**src/rtl/pid_pkg.sv**
```systemverilog
`default_nettype none

package pid_pkg;

    localparam int unsigned PID_QUEUE_DEPTH = 32;
    localparam int unsigned PID_MAX_RESULTS = 32;
    localparam int unsigned PID_TAKEN_W     = $clog2(PID_MAX_RESULTS + 1);
    localparam int unsigned PID_CFG_IDX_W   = 2;
    localparam int unsigned PID_CFG_DATA_W  = 16;

    // Lag at or below this goes straight out without queuing
    localparam logic [15:0] PID_LAG_IMMEDIATE_MAX = 16'd100;

    typedef enum logic [0:0] {
        CMD_SEND = 1'b0,
        CMD_TICK = 1'b1
    } pid_cmd_t;

    typedef enum logic [0:0] {
        STATUS_SENT    = 1'b0,
        STATUS_DROPPED = 1'b1
    } pid_status_t;

    typedef enum logic [PID_CFG_IDX_W-1:0] {
        CFG_LAG       = 2'd0,
        CFG_LOSS      = 2'd1,
        CFG_DUPLICATE = 2'd2,
        CFG_DISORDER  = 2'd3
    } pid_cfg_idx_t;

    typedef enum logic [2:0] {
        ALU_DRAW = 3'b001,
        ALU_ADD  = 3'b010,
        ALU_DUE  = 3'b100
    } pid_alu_op_t;

    typedef struct packed {
        logic [0:0]  command;
        logic [31:0] time_now;
        logic [31:0] packet_descriptor;
        logic [15:0] draw_loss;
        logic [15:0] draw_disorder;
        logic [15:0] draw_duplicate;
    } pid_in_t;

    typedef struct packed {
        logic [31:0] packet_out;
        logic [0:0]  status;
        logic [0:0]  last_of_run;
    } pid_out_t;

    typedef struct packed {
        logic [31:0] desc;
        logic [31:0] rel_time;
    } pid_entry_t;

endpackage

`default_nettype wire

```
**src/rtl/pid_in_if.sv**
```systemverilog
`default_nettype none

interface pid_in_if import pid_pkg::*; ();
    logic    valid;
    logic    ready;
    pid_in_t data;

    modport source (output valid, output data, input ready);
    modport sink (input valid, input data, output ready);
endinterface

`default_nettype wire

```
**src/rtl/pid_out_if.sv**
```systemverilog
`default_nettype none

interface pid_out_if import pid_pkg::*; ();
    logic     valid;
    logic     ready;
    pid_out_t data;

    modport source (output valid, output data, input ready);
    modport sink (input valid, input data, output ready);
endinterface

`default_nettype wire

```
**src/rtl/pid_alu.sv**
```systemverilog
`default_nettype none

// Shared adder: draw compare, release time sum, wrapped due test.
module pid_alu import pid_pkg::*;
(
    input  wire pid_alu_op_t op,
    input  wire logic [31:0] a,
    input  wire logic [31:0] b,
    output logic [31:0]      sum,
    output logic             flag
);

    logic [32:0] x;
    logic [32:0] y;
    logic        sub;
    logic [32:0] res;
    logic [22:0] draw_scaled;
    logic [22:0] pct_scaled;

    // draw*100 = draw*64 + draw*32 + draw*4; pct*65535 = pct*65536 - pct
    assign draw_scaled = {1'b0, a[15:0], 6'b0} + {2'b0, a[15:0], 5'b0}
                       + {5'b0, a[15:0], 2'b0};
    assign pct_scaled  = {b[6:0], 16'b0} - {16'b0, b[6:0]};

    always_comb
    begin
        x   = {1'b0, a};
        y   = {1'b0, b};
        sub = 1'b0;
        unique case (op)
            ALU_DRAW:
            begin
                x   = {10'b0, draw_scaled};
                y   = {10'b0, pct_scaled};
                sub = 1'b1;
            end
            ALU_ADD:
            begin
                sub = 1'b0;
            end
            ALU_DUE:
            begin
                sub = 1'b1;
            end
            default:
            begin
                sub = 1'b0;
            end
        endcase
    end

    assign res = x + (y ^ {33{sub}}) + {32'b0, sub};
    assign sum = res[31:0];

    // Draw hit: the carry out (no borrow) of draw*100 - pct*65535; due test: the sign bit of a - b is clear
    always_comb
    begin
        unique case (op)
            ALU_DRAW: flag = res[32];
            ALU_DUE:  flag = ~res[31];
            default:  flag = res[32];
        endcase
    end

endmodule

`default_nettype wire

```
**src/rtl/pid_ram.sv**
```systemverilog
`default_nettype none

// Ring storage: one write port, one read port with registered data.
module pid_ram import pid_pkg::*;
#(
    parameter int unsigned DEPTH = PID_QUEUE_DEPTH,
    parameter int unsigned IDX_W = $clog2(DEPTH)
)
(
    input  wire logic             clk,
    input  wire logic             we,
    input  wire logic [IDX_W-1:0] waddr,
    input  wire pid_entry_t       wdata,
    input  wire logic             re,
    input  wire logic [IDX_W-1:0] raddr,
    output pid_entry_t            rdata
);

    pid_entry_t mem [DEPTH];
    pid_entry_t rdata_reg;

    always_ff @(posedge clk)
    begin
        if (we)
        begin
            mem[waddr] <= wdata;
        end
    end

    // Hold read data until the next read so a stalled check sees it stable
    always_ff @(posedge clk)
    begin
        if (re)
        begin
            rdata_reg <= mem[raddr];
        end
    end

    assign rdata = rdata_reg;

endmodule

`default_nettype wire

```
**src/rtl/packet_impairment_delay_queue.sv**
```systemverilog
// Send word: loss draw, then duplicate draw; at or below the lag limit the copies go out at once, else
// release sum, disorder draw and push (loss, duplicate, release sum, disorder each take one pass of the shared adder).
// Tick word: each released entry takes a queue read, then a due test; a finish step sends the last one.
// One word is worked at a time; the result register lets the next word in while it waits.
// rst_n is asynchronous, active low: clears state, pointers, count, valid flags and config registers.
// Queue storage is not cleared; only entries covered by the count are ever read.
`default_nettype none

module packet_impairment_delay_queue import pid_pkg::*;
#(
    parameter int unsigned QUEUE_DEPTH = PID_QUEUE_DEPTH
)
(
    input  wire logic                      clk,
    input  wire logic                      rst_n,
    input  wire logic                      cfg_we,
    input  wire logic [PID_CFG_IDX_W-1:0]  cfg_index,
    input  wire logic [PID_CFG_DATA_W-1:0] cfg_data,
    pid_in_if.sink                         request,
    pid_out_if.source                      result
);

    localparam int unsigned IDX_W = $clog2(QUEUE_DEPTH);
    localparam int unsigned CNT_W = $clog2(QUEUE_DEPTH + 1);

    typedef enum logic [12:0] {
        ST_IDLE  = 13'b0000000000001,
        ST_LOSS  = 13'b0000000000010,
        ST_DUP   = 13'b0000000000100,
        ST_EMIT1 = 13'b0000000001000,
        ST_EMIT2 = 13'b0000000010000,
        ST_REL   = 13'b0000000100000,
        ST_DIS   = 13'b0000001000000,
        ST_SWAP  = 13'b0000010000000,
        ST_PUSH1 = 13'b0000100000000,
        ST_PUSH2 = 13'b0001000000000,
        ST_T_RD  = 13'b0010000000000,
        ST_T_CHK = 13'b0100000000000,
        ST_T_FIN = 13'b1000000000000
    } state_t;

    // Configuration registers
    logic [15:0] lag_reg;
    logic [6:0]  loss_reg;
    logic [6:0]  dup_pct_reg;
    logic [6:0]  dis_pct_reg;

    // Sequencer state
    state_t                 state_reg, state_next;
    pid_in_t                word_reg, word_next;
    logic                   dup_reg, dup_next;
    logic [31:0]            rel_reg, rel_next;
    logic [31:0]            push_desc_reg, push_desc_next;
    logic [IDX_W-1:0]       head_reg, head_next;
    logic [IDX_W-1:0]       tail_reg, tail_next;
    logic [CNT_W-1:0]       count_reg, count_next;
    logic [PID_TAKEN_W-1:0] taken_reg, taken_next;
    logic                   pend_valid_reg, pend_valid_next;
    logic [31:0]            pend_desc_reg, pend_desc_next;

    // Result register
    logic     out_valid_reg;
    pid_out_t out_word_reg;
    logic     out_free;

    // Emit request from the sequencer into the result register
    logic        emit;
    logic [31:0] emit_desc;
    pid_status_t emit_status;
    logic        emit_last;

    // Shared adder
    pid_alu_op_t alu_op;
    logic [31:0] alu_a;
    logic [31:0] alu_b;
    logic [31:0] alu_sum;
    logic        alu_flag;

    // Ring storage ports
    logic             ram_we;
    logic [IDX_W-1:0] ram_waddr;
    pid_entry_t       ram_wdata;
    logic             ram_re;
    logic [IDX_W-1:0] ram_raddr;
    pid_entry_t       ram_rdata;

    logic             full;
    logic [IDX_W-1:0] tail_prev;
    logic [IDX_W-1:0] tail_inc;
    logic [IDX_W-1:0] head_inc;

    pid_alu u_alu (
        .op   (alu_op),
        .a    (alu_a),
        .b    (alu_b),
        .sum  (alu_sum),
        .flag (alu_flag)
    );

    pid_ram #(
        .DEPTH (QUEUE_DEPTH),
        .IDX_W (IDX_W)
    ) u_ram (
        .clk   (clk),
        .we    (ram_we),
        .waddr (ram_waddr),
        .wdata (ram_wdata),
        .re    (ram_re),
        .raddr (ram_raddr),
        .rdata (ram_rdata)
    );

    assign full      = (count_reg == CNT_W'(QUEUE_DEPTH));
    assign tail_prev = (tail_reg == '0) ? IDX_W'(QUEUE_DEPTH - 1) : tail_reg - 1'b1;
    assign tail_inc  = (tail_reg == IDX_W'(QUEUE_DEPTH - 1)) ? '0 : tail_reg + 1'b1;
    assign head_inc  = (head_reg == IDX_W'(QUEUE_DEPTH - 1)) ? '0 : head_reg + 1'b1;

    assign out_free      = ~out_valid_reg | result.ready;
    assign request.ready = (state_reg == ST_IDLE);
    assign result.valid  = out_valid_reg;
    assign result.data   = out_word_reg;

    // Configuration writes
    always_ff @(posedge clk or negedge rst_n)
    begin
        if (!rst_n)
        begin
            lag_reg     <= '0;
            loss_reg    <= '0;
            dup_pct_reg <= '0;
            dis_pct_reg <= '0;
        end
        else if (cfg_we)
        begin
            unique case (pid_cfg_idx_t'(cfg_index))
                CFG_LAG:       lag_reg     <= cfg_data;
                CFG_LOSS:      loss_reg    <= cfg_data[6:0];
                CFG_DUPLICATE: dup_pct_reg <= cfg_data[6:0];
                CFG_DISORDER:  dis_pct_reg <= cfg_data[6:0];
                default:       lag_reg     <= lag_reg;
            endcase
        end
    end

    // Operand select for the shared adder, one use per state
    always_comb
    begin
        alu_op = ALU_DRAW;
        alu_a  = '0;
        alu_b  = '0;
        unique case (state_reg)
            ST_LOSS:
            begin
                alu_op = ALU_DRAW;
                alu_a  = {16'b0, word_reg.draw_loss};
                alu_b  = {25'b0, loss_reg};
            end
            ST_DUP:
            begin
                alu_op = ALU_DRAW;
                alu_a  = {16'b0, word_reg.draw_duplicate};
                alu_b  = {25'b0, dup_pct_reg};
            end
            ST_REL:
            begin
                alu_op = ALU_ADD;
                alu_a  = word_reg.time_now;
                alu_b  = {16'b0, lag_reg};
            end
            ST_DIS:
            begin
                alu_op = ALU_DRAW;
                alu_a  = {16'b0, word_reg.draw_disorder};
                alu_b  = {25'b0, dis_pct_reg};
            end
            ST_T_CHK:
            begin
                alu_op = ALU_DUE;
                alu_a  = word_reg.time_now;
                alu_b  = ram_rdata.rel_time;
            end
            default:
            begin
                alu_op = ALU_DRAW;
            end
        endcase
    end

    // Sequencer
    always_comb
    begin
        state_next      = state_reg;
        word_next       = word_reg;
        dup_next        = dup_reg;
        rel_next        = rel_reg;
        push_desc_next  = push_desc_reg;
        head_next       = head_reg;
        tail_next       = tail_reg;
        count_next      = count_reg;
        taken_next      = taken_reg;
        pend_valid_next = pend_valid_reg;
        pend_desc_next  = pend_desc_reg;
        emit            = 1'b0;
        emit_desc       = word_reg.packet_descriptor;
        emit_status     = STATUS_SENT;
        emit_last       = 1'b1;
        ram_we          = 1'b0;
        ram_waddr       = tail_reg;
        ram_wdata       = '{desc: push_desc_reg, rel_time: rel_reg};
        ram_re          = 1'b0;
        ram_raddr       = head_reg;

        unique case (state_reg)
            ST_IDLE:
            begin
                if (request.valid)
                begin
                    word_next  = request.data;
                    taken_next = '0;
                    if (pid_cmd_t'(request.data.command) == CMD_TICK)
                    begin
                        state_next = ST_T_RD;
                    end
                    else
                    begin
                        state_next = ST_LOSS;
                    end
                end
            end

            // Drop the packet on a loss hit
            ST_LOSS:
            begin
                state_next = alu_flag ? ST_IDLE : ST_DUP;
            end

            ST_DUP:
            begin
                dup_next   = alu_flag;
                state_next = (lag_reg <= PID_LAG_IMMEDIATE_MAX) ? ST_EMIT1 : ST_REL;
            end

            ST_EMIT1:
            begin
                if (out_free)
                begin
                    emit       = 1'b1;
                    emit_last  = ~dup_reg;
                    state_next = dup_reg ? ST_EMIT2 : ST_IDLE;
                end
            end

            ST_EMIT2:
            begin
                if (out_free)
                begin
                    emit       = 1'b1;
                    state_next = ST_IDLE;
                end
            end

            ST_REL:
            begin
                rel_next   = alu_sum;
                state_next = ST_DIS;
            end

            // On a disorder hit with a non-empty queue, fetch the tail entry to swap descriptors
            ST_DIS:
            begin
                if (alu_flag && (count_reg != '0))
                begin
                    ram_re     = 1'b1;
                    ram_raddr  = tail_prev;
                    state_next = ST_SWAP;
                end
                else
                begin
                    push_desc_next = word_reg.packet_descriptor;
                    state_next     = ST_PUSH1;
                end
            end

            // Tail slot keeps its release time and takes the new descriptor
            ST_SWAP:
            begin
                push_desc_next = ram_rdata.desc;
                ram_we         = 1'b1;
                ram_waddr      = tail_prev;
                ram_wdata      = '{desc: word_reg.packet_descriptor,
                                   rel_time: ram_rdata.rel_time};
                state_next     = ST_PUSH1;
            end

            ST_PUSH1:
            begin
                if (!full)
                begin
                    ram_we     = 1'b1;
                    tail_next  = tail_inc;
                    count_next = count_reg + 1'b1;
                    state_next = dup_reg ? ST_PUSH2 : ST_IDLE;
                end
                else if (out_free)
                begin
                    // A full queue stays full, so a copy that follows drops too
                    emit        = 1'b1;
                    emit_desc   = push_desc_reg;
                    emit_status = STATUS_DROPPED;
                    emit_last   = ~dup_reg;
                    state_next  = dup_reg ? ST_PUSH2 : ST_IDLE;
                end
            end

            ST_PUSH2:
            begin
                if (!full)
                begin
                    ram_we     = 1'b1;
                    ram_wdata  = '{desc: word_reg.packet_descriptor, rel_time: rel_reg};
                    tail_next  = tail_inc;
                    count_next = count_reg + 1'b1;
                    state_next = ST_IDLE;
                end
                else if (out_free)
                begin
                    emit        = 1'b1;
                    emit_status = STATUS_DROPPED;
                    state_next  = ST_IDLE;
                end
            end

            // Read the head while entries remain and the burst is not used up
            ST_T_RD:
            begin
                if ((count_reg != '0) && (taken_reg < PID_TAKEN_W'(PID_MAX_RESULTS)))
                begin
                    ram_re     = 1'b1;
                    ram_raddr  = head_reg;
                    state_next = ST_T_CHK;
                end
                else
                begin
                    state_next = pend_valid_reg ? ST_T_FIN : ST_IDLE;
                end
            end

            // A due head becomes the pending word; the one before it goes out
            ST_T_CHK:
            begin
                if (alu_flag)
                begin
                    if (!pend_valid_reg || out_free)
                    begin
                        emit            = pend_valid_reg;
                        emit_desc       = pend_desc_reg;
                        emit_last       = 1'b0;
                        pend_valid_next = 1'b1;
                        pend_desc_next  = ram_rdata.desc;
                        taken_next      = taken_reg + 1'b1;
                        head_next       = head_inc;
                        count_next      = count_reg - 1'b1;
                        state_next      = ST_T_RD;
                    end
                end
                else
                begin
                    state_next = pend_valid_reg ? ST_T_FIN : ST_IDLE;
                end
            end

            ST_T_FIN:
            begin
                if (out_free)
                begin
                    emit            = 1'b1;
                    emit_desc       = pend_desc_reg;
                    pend_valid_next = 1'b0;
                    state_next      = ST_IDLE;
                end
            end

            default:
            begin
                state_next = ST_IDLE;
            end
        endcase
    end

    always_ff @(posedge clk or negedge rst_n)
    begin
        if (!rst_n)
        begin
            state_reg      <= ST_IDLE;
            head_reg       <= '0;
            tail_reg       <= '0;
            count_reg      <= '0;
            taken_reg      <= '0;
            pend_valid_reg <= 1'b0;
            out_valid_reg  <= 1'b0;
        end
        else
        begin
            state_reg      <= state_next;
            head_reg       <= head_next;
            tail_reg       <= tail_next;
            count_reg      <= count_next;
            taken_reg      <= taken_next;
            pend_valid_reg <= pend_valid_next;
            if (emit)
            begin
                out_valid_reg <= 1'b1;
            end
            else if (result.ready)
            begin
                out_valid_reg <= 1'b0;
            end
        end
    end

    // Payload registers
    always_ff @(posedge clk)
    begin
        word_reg      <= word_next;
        dup_reg       <= dup_next;
        rel_reg       <= rel_next;
        push_desc_reg <= push_desc_next;
        pend_desc_reg <= pend_desc_next;
        if (emit)
        begin
            out_word_reg <= '{packet_out: emit_desc, status: emit_status,
                              last_of_run: emit_last};
        end
    end

    // Checks
    a_count_bound: assert property (@(posedge clk) disable iff (!rst_n)
        count_reg <= CNT_W'(QUEUE_DEPTH))
        else $error("entry count above queue depth");

    a_burst_bound: assert property (@(posedge clk) disable iff (!rst_n)
        taken_reg <= PID_TAKEN_W'(PID_MAX_RESULTS))
        else $error("tick burst above result limit");

    a_drop_only_full: assert property (@(posedge clk) disable iff (!rst_n)
        (emit && (emit_status == STATUS_DROPPED)) |-> full)
        else $error("drop status with room in queue");

    a_idle_no_pending: assert property (@(posedge clk) disable iff (!rst_n)
        (state_reg == ST_IDLE) |-> !pend_valid_reg)
        else $error("pending tick word left behind");

    a_emit_has_room: assert property (@(posedge clk) disable iff (!rst_n)
        emit |-> out_free)
        else $error("result register overwritten");

endmodule

`default_nettype wire
```
**src/flat_wrapper.sv**
```systemverilog
// flat-port wrapper written by rule: the top's interface ports become plain ports
module packet_impairment_delay_queue_flat import pid_pkg::*;
#(
    parameter int unsigned QUEUE_DEPTH = PID_QUEUE_DEPTH
)
  (clk, rst_n, cfg_we, cfg_index, cfg_data, request_valid, request_data, request_ready, result_valid, result_data, result_ready);
  pid_in_if request_i ();
  pid_out_if result_i ();
  input  wire logic clk;
  input  wire logic rst_n;
  input  wire logic cfg_we;
  input  wire logic [PID_CFG_IDX_W-1:0] cfg_index;
  input  wire logic [PID_CFG_DATA_W-1:0] cfg_data;
  input wire logic [$bits(request_i.valid)-1:0] request_valid;
  input wire logic [$bits(request_i.data)-1:0] request_data;
  output wire logic [$bits(request_i.ready)-1:0] request_ready;
  output wire logic [$bits(result_i.valid)-1:0] result_valid;
  output wire logic [$bits(result_i.data)-1:0] result_data;
  input wire logic [$bits(result_i.ready)-1:0] result_ready;
  assign request_i.valid = request_valid;
  assign request_i.data = request_data;
  assign request_ready = request_i.ready;
  assign result_valid = result_i.valid;
  assign result_data = result_i.data;
  assign result_i.ready = result_ready;
  packet_impairment_delay_queue #(.QUEUE_DEPTH(QUEUE_DEPTH)) u_core (.clk(clk), .rst_n(rst_n), .cfg_we(cfg_we), .cfg_index(cfg_index), .cfg_data(cfg_data), .request(request_i), .result(result_i));
endmodule
```
**config.mk**
```make
export PLATFORM = sky130hd
export DESIGN_NAME = packet_impairment_delay_queue_flat
export DESIGN_NICKNAME = d
export VERILOG_FILES = /design/src/rtl/pid_pkg.sv /design/src/rtl/pid_in_if.sv /design/src/rtl/pid_out_if.sv /design/src/rtl/pid_alu.sv /design/src/rtl/pid_ram.sv /design/src/rtl/packet_impairment_delay_queue.sv /design/src/flat_wrapper.sv
export SDC_FILE = /design/constraint.sdc
export NUM_CORES = 2
export LEC_CHECK = 0
export ABC_AREA = 1
export BUFFER_PORTS_ARGS = -buffer_cell sky130_fd_sc_hd__buf_2
export CAP_MARGIN = 40
export CORE_ASPECT_RATIO = 1.4
export CORE_UTILIZATION = 45
export CTS_CLUSTER_DIAMETER = 100
export CTS_CLUSTER_SIZE = 24
export DETAILED_ROUTE_END_ITERATION = 7
export GPL_TIMING_DRIVEN = 0
export PLACE_DENSITY = 0.66
export REMOVE_ABC_BUFFERS = 1
export SLEW_MARGIN = 30
export SYNTH_ARGS = -nofsm -noshare
export SYNTH_HDL_FRONTEND = slang
export SYNTH_HIERARCHICAL = 1
export SYNTH_SLANG_ARGS = --single-unit
```
**constraint.sdc**
```tcl
create_clock -name clk -period 7.5 [get_ports clk]
set_input_delay 0.375 -clock clk [delete_from_list [all_inputs] [get_ports clk]]
set_output_delay 0.375 -clock clk [all_outputs]
set_load 0.03 [all_outputs]
```
After elaboration in Yosys (flattened, before gate mapping):

Memory sizes are Yosys's and may differ from the RTL's. A register that Yosys moved wholly into a read port is not among the register bits.
Cells that the tools add are included.

* flip-flop bits (word level): 317
* bits in latches: 0
* bits in writable memories: 2048
* ROM bits: 0
* bits of input ports: 136
* word-level logic and storage cells: 173
* memories kept: 1

* $add $sub $neg: 11
* $mul: 0
* div/mod/pow operators: 0
* $lt $le $gt $ge: 2
* equality and inequality tests: 30
* shift-type cells: 0
* multiplexer cells: 71
* bitwise operators: 6
* reduce and logical (&&, ||, !) cells: 29

Memory list
* u_core.u_ram.mem: depth 32, width 64, rd ports 1, clocked after memory_dff 1, write ports 1, line pid_ram.sv:19 `pid_entry_t mem [DEPTH];`

Operators with widths (number)
* 2-to-1 mux 32 bit: 8
* case mux 32 bit (5 select lines): 1
* case mux 13 bit (12 select lines): 1
* 2-to-1 mux 13 bit: 10
* case mux 32 bit (4 select lines): 1
* case mux 64 bit (2 select lines): 1
* case mux 32 bit (3 select lines): 1
* 2-to-1 mux 64 bit: 1
* case mux 32 bit (2 select lines): 1
* 2-to-1 mux 6 bit: 7
* 2-to-1 mux 5 bit: 7
* adder 33 x 1 -> 33 bit: 1
* adder 33 bit: 1
* bitwise XOR 33 bit: 1
* case mux 6 bit (2 select lines): 2
* adder 22 x 21 -> 23 bit: 1
* adder 23 x 18 -> 23 bit: 1
* subtractor 23 x 7 -> 23 bit: 1
* 2-to-1 mux 1 bit: 20
* <= comparator 16 x 7 -> 1 bit, second input constant: 1
* AND reduction 4 bit: 4
* AND reduction 2 bit: 7
* equality test 13 x 1 -> 1 bit, second input constant: 1
* equality test 13 x 10 -> 1 bit, second input constant: 1
* 45 further kinds: 68

Longest topological paths before layout:

* word-level depth: 13
* mapped depth: 50
* gate-level depth less buffers: 45

Cells and area by module:

Netlist, hierarchy kept.

Modules (own cells, without submodules)
* pid_ram: times used 1, cells each 6768, area an instance 83662.7 um^2, sequential area each 63420.8 um^2
* packet_impairment_delay_queue: times used 1, cells each 1406, area an instance 14184.9 um^2, sequential area each 9150.0 um^2
* pid_alu: times used 1, cells each 673, area an instance 4046.4 um^2, sequential area each 0.0 um^2

Least setup slack after synthesis:

OpenSTA, ideal clock, no wires.

* kind: reg-to-reg
* start point: register u_core.state_reg[0]
* end point: register u_core.out_word_reg, in the netlist u_core/result.data[0], enable pin
* arrival: 7060 ps
* setup slack: -6 ps
* cell stages (with the launch flop): 34
* buffers on the path: 3
* cell sequence: dfstp_2 -> nor2_2 -> nand2_2 -> nor2_8 -> nand2_4 -> buf_6 -> nand2_2 -> buf_2 -> nand2_1 -> nand4_1 -> fa_1 -> ha_1 -> inv_1 -> fa_1 -> o21ai_2 -> a21boi_1 -> o21ai_1 -> a21oi_1 -> xnor2_1 -> nand2_1 -> nand2_1 -> ha_1 -> a21oi_1 -> o21ai_0 -> a21oi_1 -> nor2_1 -> nor2_1 -> nand2_1 -> nand2_1 -> nand3_1 -> nand2_1 -> clkbuf_1 -> nand4_1 -> a31oi_1

* cells in the longest elaborated chain, start to end: 12

RTL lines
* start, declared: line packet_impairment_delay_queue.sv:49 `state_t state_reg, state_next;`
* start signal, assigned: line packet_impairment_delay_queue.sv:404 `state_reg <= state_next;`
* equality test 13 x 6 -> 1 bit / equality test 13 x 12 -> 1 bit (equally long branches): line packet_impairment_delay_queue.sv:151 `unique case (state_reg)`
* OR reduction 2 bit (no source line)
* case mux 32 bit (4 select lines) *: line packet_impairment_delay_queue.sv:151
* via u_core.alu_a[0]: line packet_impairment_delay_queue.sv:74 `logic [31:0] alu_a;`
* adder 22 x 21 -> 23 bit: line pid_alu.sv:21 `assign draw_scaled = {1'b0, a[15:0], 6'b0} + {2'b0, a[15:0], 5'b0}`
* adder 23 x 18 -> 23 bit: line pid_alu.sv:22 `+ {5'b0, a[15:0], 2'b0};`
* 2-to-1 mux 32 bit *: line pid_alu.sv:30 `unique case (op)`
* adder 33 bit *: line pid_alu.sv:52 `assign res = x + (y ^ {33{sub}}) + {32'b0, sub};`
* adder 33 x 1 -> 33 bit *: line pid_alu.sv:52
* inverter 1 bit: line pid_alu.sv:60 `ALU_DUE: flag = ~res[31];`
* 2-to-1 mux 1 bit *: line pid_alu.sv:58 `unique case (op)`
* via u_core.alu_flag: line packet_impairment_delay_queue.sv:77 `logic alu_flag;`
* 2-to-1 mux 1 bit *: line packet_impairment_delay_queue.sv:351 `if (alu_flag)`
* case mux 1 bit (3 select lines) *: line packet_impairment_delay_queue.sv:213 `unique case (state_reg)`
* via u_core.emit: line packet_impairment_delay_queue.sv:67 `logic emit;`
* end signal, assigned: line packet_impairment_delay_queue.sv:431 `out_word_reg <= '{packet_out: emit_desc, status: emit_status,`
* end, declared: line packet_impairment_delay_queue.sv:63 `pid_out_t out_word_reg;`

The timed path passes the listed nets; every way through them passes the cells marked *.
A chain may end at the register's enable or synchronous reset.

Final worst setup path:

* start point: register u_core.state_reg[12]
* end point: register, netlist name u_core/u_ram/rdata[10]

* cells in the longest elaborated chain, start to end: 13

RTL lines
* equality test 13 x 6 -> 1 bit / equality test 13 x 12 -> 1 bit (equally long branches): line packet_impairment_delay_queue.sv:151
* OR reduction 2 bit (no source line)
* case mux 32 bit (4 select lines) *: line packet_impairment_delay_queue.sv:151
* via u_core.alu_a[0]: line packet_impairment_delay_queue.sv:74
* adder 22 x 21 -> 23 bit: line pid_alu.sv:21
* adder 23 x 18 -> 23 bit: line pid_alu.sv:22
* 2-to-1 mux 32 bit *: line pid_alu.sv:30
* adder 33 bit *: line pid_alu.sv:52
* adder 33 x 1 -> 33 bit *: line pid_alu.sv:52
* inverter 1 bit: line pid_alu.sv:60
* 2-to-1 mux 1 bit *: line pid_alu.sv:58
* via u_core.alu_flag: line packet_impairment_delay_queue.sv:77
* logical AND 1 bit *: line packet_impairment_delay_queue.sv:271 `if (alu_flag && (count_reg != '0))`
* 2-to-1 mux 5 bit *: line packet_impairment_delay_queue.sv:271
* 2-to-1 mux 5 bit *
* via u_core.ram_raddr[0]: line packet_impairment_delay_queue.sv:84 `logic [IDX_W-1:0] ram_raddr;`

Marks and branches as above.

==> impl_metrics.ini <==
[cells_and_area]
finalInstanceArea_um2 = 126000
final_common_cell = nand2_1
final_cells = 12600
largest_reg_flops = 2048
seqCellArea_um2 = 72600
nets = 9703
layout-drive-gt1-share_pct = 16.4
multi_input_area_um2 = 28600
n_fill_cell = 17100
mostFrequentLayoutCells = nand2_1, edfxtp_1, nand3_1, buf_16, inv_1
synthToLayoutAreaGrowth_pct = 23.6

[yosys]
syn_area_um2 = 102000
ys_seq_area_share_pct = 71.2
ys_ff_latch = 2429
yosys.cell_types.count = 60
async_reset_ff_share_pct = 3.05
yosys_warnings = 6
synth_cells = 8847
ys.flop_type = edfxtp_1
syn_avg_cell_area_um2 = 11.5
synth-edff-count = 2355

[global_routing]
grt_max_degree = 134
first_global_vias = 70200
grt_antenna_before_repair = 9
track_usage_pct = 27.9
grt_pass1_wl_um = 466000
overflow = 0

[sta]
rsz0062_at_grt = yes
setup_viol = 40
slew_viol_final = 0
worst_slew_pin_slew_ns = 0.981
timing.slew.headroom_pct = 34.4
finClkSkew_ns = 0.0912
fin_ws_ns = -0.235
fin_crit_sh_pct = 103
hold_viol = 0
period_needed_ns = 7.73
max_freq_ghz = 0.129
fin_hold_ws_ns = 0.0693

[clock_network]
clock_latency_ns = 0.86
clk_pin_slew_worst_paths_ns = 0.10
htreeDepth = 3
cts_tree = done
cts_sinks = 2429
cts_buffer_depth = 3
cts_made_buffers = 113
clk_root_buffer_cell = clkbuf_16

[placement]
placedCellCount = 11900
pre_cts_ws_ns = -4.46
place_hpwl_um = 199000
place.gp.congestion = 0.878
dpl-instance-area_um2 = 115000
numPortBuffers = 171

[setup_path]
critPathSlowestCell = fa_1
worst-endpoint-arrival_ns = 8.32
cpPeakStageDelay_ns = 0.60
reg2reg_to = u_core/u_ram/rdata[10]
endpoint = u_core/u_ram/rdata[10]
r2r-start = u_core/state_reg[12]
crit_start = u_core/state_reg[12]
r2r_setup_slack_ns = -0.23
critical_path_class = reg -> reg
cp-end-kind = flop
crit_fanout = 8
reg2reg_depth = 41
crit_required_ns = 8.09
crit_top_cell = buf_16
cp-start-kind = flop

[hold_path]
holdCritPathClass = in -> reg

[drt]
viasPerCell = 6.11
wl_per_cell_um = 28.2
via_count = 76700
wirelength_um = 354000
drc_errors = 3
drt_iter0_markers = 11500
first_pass_iters = 8
postRouteAntennaNets = 0

[floorplanning]
dieArea_um2 = 228000
coreArea_um2 = 225000
row_count = 206
start_util_pct = 45.3
die_h_um = 565
io_pins = 172
die_w_um = 404

[status]
failed_checks = DRC, setup timing
status = finished, violations left

[power]
power.density_nw_per_um2 = 336
ir_drop_mv = 0.407
total_leakage_power_nw = 46.9
finalPower_w = 0.0424

[flow_run]
maxCapViolations = 0
synth_stat cells, types with 20 or more instances:
master / n / share of area, %
o21ai_1: 20 / 0.098
edfxtp_1: 2355 / 69
o21ai_0: 195 / 0.96
buf_1: 46 / 0.17
nand4_1: 48 / 0.29
nand2_1: 2936 / 11
nor2_1: 172 / 0.63
a21o_1: 27 / 0.20
a21oi_1: 78 / 0.38
clkbuf_1: 108 / 0.40
ha_1: 61 / 0.75
dfrtp_1: 73 / 1.8
xor2_1: 45 / 0.39
nor3_1: 20 / 0.098
buf_2: 306 / 1.5
buf_4: 40 / 0.29
nand3_1: 1915 / 9.4
inv_1: 243 / 0.90
worst min-delay path by stage:
stage	slack [ns]	end	from	depth (start not counted)
2_1_floorplan	0.08	u_core/count_reg[0]	rst_n	0
3_3_place_gp	0.43	u_core/pend_desc_reg[19]	u_core/u_ram/rdata[51]	0
3_5_place_dp	0.33	u_core/count_reg[1]	rst_n	1
4_1_cts	0.02	u_core/lag_reg[3]	cfg_data[3]	3
5_1_grt	0.09	u_core/dup_pct_reg[3]	cfg_data[3]	3
6_report	0.07	u_core/lag_reg[3]	cfg_data[3]	3
layer usage:
layer / track usage (%) / part of all wire (%)
met2: 44.5 / 45
met1: 37.2 / 35
met3: 4.55 / 13
met5: 0 / 0.033
met4: 13.9 / 6.9
where the power goes:
group          switching (W)  internal, W  leakage, nW
registers           0.000183       0.0155         22.2
logic                 0.0122      0.00747         23.2
clock network        0.00419      0.00283         1.53
total                 0.0166       0.0258         46.9
what timing repair did:
action                                  in CTS  in global routing
gates resized for setup                     80                405
endpoints found under the hold margin      223                  0
pin swaps                                   39                206
hold buffers                               132                  0
gates cloned                                42                 90
buffers inserted                            75                149
endpoints found under the setup margin     285                 76
cell families after synthesis:
| logic type | after synthesis | share of synthesized area, % |
|---|---|---|
| compound gates | 375 | 2.10 |
| buf+inv | 764 | 3.40 |
| simple gates | 5142 | 21.7 |
| xor+xnor | 57 | 0.497 |
| mux | 5 | 0.0553 |
| flops | 2429 | 71.2 |
| fa+ha+maj | 75 | 1.02 |
cell type report:
cell class / instances / area share (%)
Inverter: 256 / 0.871
Tap cell: 3016 / 3.00
Timing Repair Buffer: 1025 / 13.2
Multi-Input combinational cell: 5658 / 22.7
Sequential cell: 2429 / 57.6
Timing Repair inverter: 9 / 0.0735
Clock inverter: 11 / 0.161
Clock buffer: 145 / 2.36
Antenna cell: 7 / 0.0139
worst max-delay path, delay by kind of cell (launching register included):
family / cells / cell delay [ns]
xor gates and xnor gates: 1 / 0.16
adders and majority gates: 4 / 1.54
buffers and inverters: 13 / 2.02
and+or+nand+nor: 18 / 2.05
DFF: 1 / 0.38
AOI/OAI and AO/OA: 5 / 1.25
per-stage QoR:
stage | utilization, % | TNS (ns)
global route | 56.0 | -7.77
finish | 56.0 | -2.86
global placement | 46.2 | -
detailed placement | 51.0 | -469.29
floorplan | - | -5898.05
CTS | 53.9 | 0
Note: power is estimated with default switching activity, not from simulation.
